## config.mk

```make
export PLATFORM = sky130hd
export DESIGN_NAME = aes_ctrl
export DESIGN_NICKNAME = d
export VERILOG_FILES = /design/src/rtl/aes_pkg.sv /design/src/rtl/aes_ctrl.sv
export VERILOG_INCLUDE_DIRS = /design/src /design/src/rtl
export SDC_FILE = /design/constraint.sdc
export NUM_CORES = 1
export LEC_CHECK = 0
export BUFFER_PORTS_ARGS = -buffer_cell sky130_fd_sc_hd__buf_2
export CORE_MARGIN = 5
export CORE_UTILIZATION = 35
export CTS_BUF_LIST = sky130_fd_sc_hd__clkbuf_8
export DETAILED_ROUTE_END_ITERATION = 8
export GPL_TIMING_DRIVEN = 0
export PLACE_DENSITY = 0.62
export SKIP_LAST_GASP = 1
export SLEW_MARGIN = 20
export SYNTH_ARGS = -nofsm -noshare
export SYNTH_HDL_FRONTEND = slang
export SYNTH_SLANG_ARGS = --single-unit
```

## constraint.sdc

```tcl
create_clock -name clk -period 1.45 [get_ports clk]
set_input_delay 0.3625 -clock clk [delete_from_list [all_inputs] [get_ports clk]]
set_output_delay 0.3625 -clock clk [all_outputs]
set_load 0.005 [all_outputs]
```

## src/rtl/aes128_block_cipher_macros.svh

```systemverilog
// Assertion macros shared by the AES-128 cipher RTL.
// No dependencies; included by the files that carry assertions.
`ifndef AES128_BLOCK_CIPHER_MACROS_SVH
`define AES128_BLOCK_CIPHER_MACROS_SVH

// Same-cycle implication, disabled during reset.
`define AES_ASSERT_NOW(lbl, clk, rst, ante, cons, msg) \
  lbl: assert property (@(posedge clk) disable iff (rst) (ante) |-> (cons)) \
    else $error(msg);

// Next-cycle implication, disabled during reset.
`define AES_ASSERT_NEXT(lbl, clk, rst, ante, cons, msg) \
  lbl: assert property (@(posedge clk) disable iff (rst) (ante) |=> (cons)) \
    else $error(msg);

`endif

```

## src/rtl/aes_pkg.sv

```systemverilog
// Shared types, constants and S-box tables for the AES-128 cipher.
// No dependencies; used by the controller, the datapath and the top level.
`timescale 1ns / 1ps
`default_nettype none
package aes_pkg;

  localparam int NUM_ROUNDS = 10;
  localparam int RK_IDX_W   = 4;
  localparam int HALF_W     = 64;
  localparam int BLOCK_W    = 128;
  localparam int CFG_IDX_W  = 1;

  // Configuration register indexes.
  localparam logic [CFG_IDX_W-1:0] REG_KEY_HIGH = 1'b0;
  localparam logic [CFG_IDX_W-1:0] REG_KEY_LOW  = 1'b1;

  // Command field codes.
  localparam logic CMD_ENCRYPT = 1'b0;
  localparam logic CMD_DECRYPT = 1'b1;

  typedef enum logic [1:0] {
    ST_IDLE,
    ST_EXPAND,
    ST_RUN
  } state_t;

  // Commands from the controller to the datapath.
  typedef struct packed {
    logic                load;
    logic                step;
    logic                last;
    logic                decrypt;
    logic                kx_init;
    logic                kx_step;
    logic [RK_IDX_W-1:0] rk_idx;
  } dp_cmd_t;

  // Forward S-box, entry 0 in the top byte.
  localparam logic [2047:0] SBOX_TBL = {
    128'h637c777bf26b6fc53001672bfed7ab76,
    128'hca82c97dfa5947f0add4a2af9ca472c0,
    128'hb7fd9326363ff7cc34a5e5f171d83115,
    128'h04c723c31896059a071280e2eb27b275,
    128'h09832c1a1b6e5aa0523bd6b329e32f84,
    128'h53d100ed20fcb15b6acbbe394a4c58cf,
    128'hd0efaafb434d338545f9027f503c9fa8,
    128'h51a3408f929d38f5bcb6da2110fff3d2,
    128'hcd0c13ec5f974417c4a77e3d645d1973,
    128'h60814fdc222a908846eeb814de5e0bdb,
    128'he0323a0a4906245cc2d3ac629195e479,
    128'he7c8376d8dd54ea96c56f4ea657aae08,
    128'hba78252e1ca6b4c6e8dd741f4bbd8b8a,
    128'h703eb5664803f60e613557b986c11d9e,
    128'he1f8981169d98e949b1e87e9ce5528df,
    128'h8ca1890dbfe6426841992d0fb054bb16
  };

  // Inverse S-box, entry 0 in the top byte.
  localparam logic [2047:0] INV_SBOX_TBL = {
    128'h52096ad53036a538bf40a39e81f3d7fb,
    128'h7ce339829b2fff87348e4344c4dee9cb,
    128'h547b9432a6c2233dee4c950b42fac34e,
    128'h082ea16628d924b2765ba2496d8bd125,
    128'h72f8f66486689816d4a45ccc5d65b692,
    128'h6c704850fdedb9da5e154657a78d9d84,
    128'h90d8ab008cbcd30af7e45805b8b34506,
    128'hd02c1e8fca3f0f02c1afbd0301138a6b,
    128'h3a9111414f67dcea97f2cfcef0b4e673,
    128'h96ac7422e7ad3585e2f937e81c75df6e,
    128'h47f11a711d29c5896fb7620eaa18be1b,
    128'hfc563e4bc6d279209adbc0fe78cd5af4,
    128'h1fdda8338807c731b11210592780ec5f,
    128'h60517fa919b54a0d2de57a9f93c99cef,
    128'ha0e03b4dae2af5b0c8ebbb3c83539961,
    128'h172b047eba77d626e169146355210c7d
  };

  function automatic logic [7:0] sbox(input logic [7:0] b);
    return SBOX_TBL[{~b, 3'b000} +: 8];
  endfunction

  function automatic logic [7:0] inv_sbox(input logic [7:0] b);
    return INV_SBOX_TBL[{~b, 3'b000} +: 8];
  endfunction

  // Multiply by x modulo the field polynomial.
  function automatic logic [7:0] xtime(input logic [7:0] a);
    return {a[6:0], 1'b0} ^ (a[7] ? 8'h1b : 8'h00);
  endfunction

endpackage
`default_nettype wire

```

## src/rtl/aes_ctrl.sv

```systemverilog
// Controller for the AES-128 cipher: sequences key expansion and rounds.
// Depends on aes_pkg and the assertion macro header.
`timescale 1ns / 1ps
`default_nettype none
`include "aes128_block_cipher_macros.svh"
module aes_ctrl (
  input  wire                           clk,
  input  wire                           rst,
  input  wire                           start,
  input  wire                           command,
  input  wire                           key_write,
  output logic                          busy,
  output logic                          done,
  output aes_pkg::dp_cmd_t              cmd
);
  import aes_pkg::*;

  localparam logic [RK_IDX_W-1:0] LAST_CNT = RK_IDX_W'(NUM_ROUNDS);

  state_t              state, state_next;
  logic [RK_IDX_W-1:0] cnt, cnt_next;
  logic                dec;

  // Next state; a key write always restarts the expansion.
  always_comb begin
    state_next = state;
    if (key_write) begin
      state_next = ST_EXPAND;
    end else begin
      unique case (state)
        ST_IDLE:   if (start) state_next = ST_RUN;
        ST_EXPAND: if (cnt == LAST_CNT) state_next = ST_IDLE;
        ST_RUN:    if (cnt == LAST_CNT) state_next = ST_IDLE;
        default:   state_next = ST_IDLE;
      endcase
    end
  end

  // Round and expansion counter.
  always_comb begin
    cnt_next = cnt;
    if (key_write) begin
      cnt_next = '0;
    end else begin
      unique case (state)
        ST_IDLE:   cnt_next = start ? RK_IDX_W'(1) : '0;
        ST_EXPAND: cnt_next = (cnt == LAST_CNT) ? '0 : cnt + 1'b1;
        ST_RUN:    cnt_next = (cnt == LAST_CNT) ? '0 : cnt + 1'b1;
        default:   cnt_next = '0;
      endcase
    end
  end

  // Datapath commands.
  always_comb begin
    cmd     = '0;
    busy    = (state != ST_IDLE);
    cmd.decrypt = dec;
    unique case (state)
      ST_IDLE: begin
        cmd.load    = start;
        cmd.rk_idx  = (command == CMD_DECRYPT) ? LAST_CNT : '0;
      end
      ST_EXPAND: begin
        cmd.kx_init = (cnt == '0);
        cmd.kx_step = (cnt != '0);
        cmd.rk_idx  = cnt;
      end
      ST_RUN: begin
        cmd.step    = 1'b1;
        cmd.last    = (cnt == LAST_CNT);
        cmd.rk_idx  = dec ? (LAST_CNT - cnt) : cnt;
      end
      default: cmd = '0;
    endcase
  end

  // State, counter and result strobe.
  always_ff @(posedge clk) begin
    if (rst) begin
      state <= ST_EXPAND;
      cnt   <= '0;
      done  <= 1'b0;
    end else begin
      state <= state_next;
      cnt   <= cnt_next;
      done  <= (state == ST_RUN) && (cnt == LAST_CNT);
    end
  end

  // Direction of the request in flight.
  always_ff @(posedge clk) begin
    if (state == ST_IDLE && start) begin
      dec <= command;
    end
  end

  `AES_ASSERT_NOW(a_done_not_run, clk, rst, done, state != ST_RUN, "result strobe while running")
  `AES_ASSERT_NOW(a_run_cnt, clk, rst, state == ST_RUN, cnt >= 1 && cnt <= LAST_CNT, "round count out of range")
  `AES_ASSERT_NEXT(a_accept_busy, clk, rst, state == ST_IDLE && start, busy, "accepted request left block idle")

endmodule
`default_nettype wire

```

==> flow_metrics.env <==
export IMPL_timing_fmax_mhz=585
export IMPL_drc=0
export IMPL_finClkSkew_ps=7.44
export IMPL_layout_commonest_cell="buf_2"
export IMPL_critical_path_startpoint="state[0]"
export IMPL_dp_hpwl_um=1050
export IMPL_clock_root_buffer="clkbuf_8"
export IMPL_setup_viol=9
export IMPL_slew_limit_headroom_pct=77.2
export IMPL_wl_um=1560
export IMPL_clk_latency_ps=230
export IMPL_fin_crit_sh_pct=118
export IMPL_cts_sinks=8
export IMPL_grt_pass1_vias=534
export IMPL_grt_pass1_wl_um=2590
export IMPL_final_setup_tns_ps=-1410
export IMPL_track_usage_pct=13.5
export IMPL_dp_cells=94
export IMPL_slowest_delay_ps=360
export IMPL_crit_buf_inv=3
export IMPL_outcome="finished, violations left"
export IMPL_synthesis_nets=74
export IMPL_clockBufferDepth=2
export IMPL_slew_viol_final=0
export IMPL_worst_path_stages=6
export IMPL_diodes=0
export IMPL_vias_per_cell=5.37
export IMPL_critical_path_required_ps=1090
export IMPL_path_cells="inv_4, ha_4, buf_4, o211ai_1, a21oi_1, buf_2"
export IMPL_worst_slew_pin_slew_ps=341
export IMPL_coreArea_um2=1510
export IMPL_layout_min_cycle_time_ps=1710
export IMPL_synth_seq_cells=8
export IMPL_critPathMaxFanout=4
export IMPL_port_buffers=16
export IMPL_rr_worst_depth=6
export IMPL_final_instance_count_excl_fill=105
export IMPL_layout_nets=102
export IMPL_synth_adder_area_share_pct=15.8
export IMPL_fp_dieH_um=49.8
export IMPL_failed_checks="negative setup slack"
export IMPL_cellPowerDensity_nw_per_um2=634
export IMPL_cts_tree="done"
export IMPL_rows=14
export IMPL_drtIter0Drc=11
export IMPL_cp_slowest_cell="dfxtp_4"
export IMPL_start_kind="flip-flop"
export IMPL_rsz0062_at_grt="true"
export IMPL_ys_seq_area_share_pct=30.6
export IMPL_gp_congestion=0.802
export IMPL_synth_ff_type="dfxtp_1"
export IMPL_ir_drop_uv=370
export IMPL_cp_end_kind="primary output"
export IMPL_avgSynthCellArea_um2=8.96
export IMPL_synth_simple_area_share_pct=29.3
export IMPL_cts_htree_levels=1
export IMPL_cts_buffers=3
export IMPL_synth_edf_count=1
export IMPL_synth_top_family_by_area="simple AND/OR/NAND/NOR gates"
export IMPL_cp_endpoint="cmd[1]"
export IMPL_grt_max_degree=9
export IMPL_fillers=134
export IMPL_crit_reg2reg_launch="cnt[1]"
export IMPL_r2r_slack_ps=90
export IMPL_synth_cell_types=29
export IMPL_antenna_found_initial=0
export IMPL_io_pins=17
export IMPL_final_cell_mix="16 x buf_2, 6 x nor2_1, 6 x ha_4"
export IMPL_clkTransAtPathRegs_ps=50
export IMPL_min_path_type="in -> reg"
export IMPL_die_area_um2=2480
export IMPL_fin_ws_ps=-260
export IMPL_drtPass1Iterations=4
export IMPL_synth_area_um2=556
export IMPL_wl_per_cell_um=14.8
export IMPL_path_class="reg -> out"
export IMPL_die_w_um=49.8
export IMPL_synthXorXnorAreaFrac_pct=3.15
export IMPL_grt_ovfl_total=0
export IMPL_synthMuxAreaShare_pct=0
export IMPL_p_leak_nw=0.397
export IMPL_areaGrowthSynthToFinish_pct=58.6
export IMPL_ys_warn_count=0
export IMPL_synthCells=62
export IMPL_initial_core_util_pct=36.9
export IMPL_ys_async_sr_fraction_pct=0
export IMPL_cpLargestDelayFamily="flip-flops"
export IMPL_drive_gt1_share_pct=55.1
export IMPL_synth_compound_area_share_pct=17.1
export IMPL_r2r_end="state[1]"
export IMPL_vias=564
export IMPL_antenna_left=0
export IMPL_maxCapViolations=0
export IMPL_worstPathArrival_ps=1350
export IMPL_finalHoldViolations=0
## final cells by class
class	count	area, um2	share of cell area [%]
repair buffers	23	149	16.9
flip-flops and latches	8	185	21.0
clock inverters	1	3.75	0.426
inverters	6	27.5	3.12
clock buffers	3	41.3	4.69
multi-input cells	48	454	51.6
well taps	16	20.0	2.27
## timing repair
action,4_1_cts,5_1_grt
buffers inserted,5,2
endpoints found under the setup margin,11,10
pin swaps,5,5
hold buffers,0,0
gates cloned,0,0
resized for setup,25,8
## how the worst min path moves through the flow
stage               slack (ps)  cells after the start    to  from
floorplan                  440                      1  done   rst
global placement           560                      2  done   rst
detailed placement         560                      2  done   rst
CTS                        320                      2  done   rst
global route               330                      2  done   rst
finish                     320                      2  done   rst
## metal layers
layer	up-vias	track usage [%]	share of wire, %
li1	279	-	-
met1	259	15.9	44
met2	22	21.0	46
met3	4	4.22	8.0
met4	0	7.86	2.0
met5	-	0	0
## cells by family (layout without fill, tap and decap cells)
group,after synthesis,in the layout
AO/OA/AOI/OAI,13,13
AND/OR/NAND/NOR,26,26
buffers and inverters,6,33
adder cells (fa/ha/maj),7,7
flip-flops,8,8
XOR/XNOR,2,2
## Yosys cell counts (2+ instances only)
master / number / share of area [%]
a22oi_1: 2 / 2.7
nand2_1: 2 / 1.4
nand3_1: 3 / 2.7
nor2b_1: 2 / 2.3
a21oi_1: 2 / 1.8
nor3_1: 3 / 2.7
dfxtp_1: 7 / 25
nand4b_1: 2 / 3.2
nor2_1: 6 / 4.1
ha_1: 7 / 16
a21boi_0: 3 / 4.1
inv_1: 6 / 4.1
## through the flow
stage	hold WS [ps]	setup WS (ps)	power [W]	util, %	area, um2
finish	323	-260	0.000559	58.5	881
global route	326	-316	0.000592	58.5	881
global placement	560	-139	0.000271	43.7	658
floorplan	439	36.1	0.000254	-	558
CTS	321	-240	0.000563	54.6	822
detailed placement	560	-179	0.000274	43.7	658
## power breakdown
part	switching (W)	internal (W)
Combinational	0.0000239	0.0000271
Sequential	0.00000453	0.000222
Clock	0.0000966	0.000184
## flip-flops by register name, indices dropped and copies added (netlist names)
signal  cells
cnt         4
done        1
dec         1
state       2
Power figures use the tool's default switching activity.
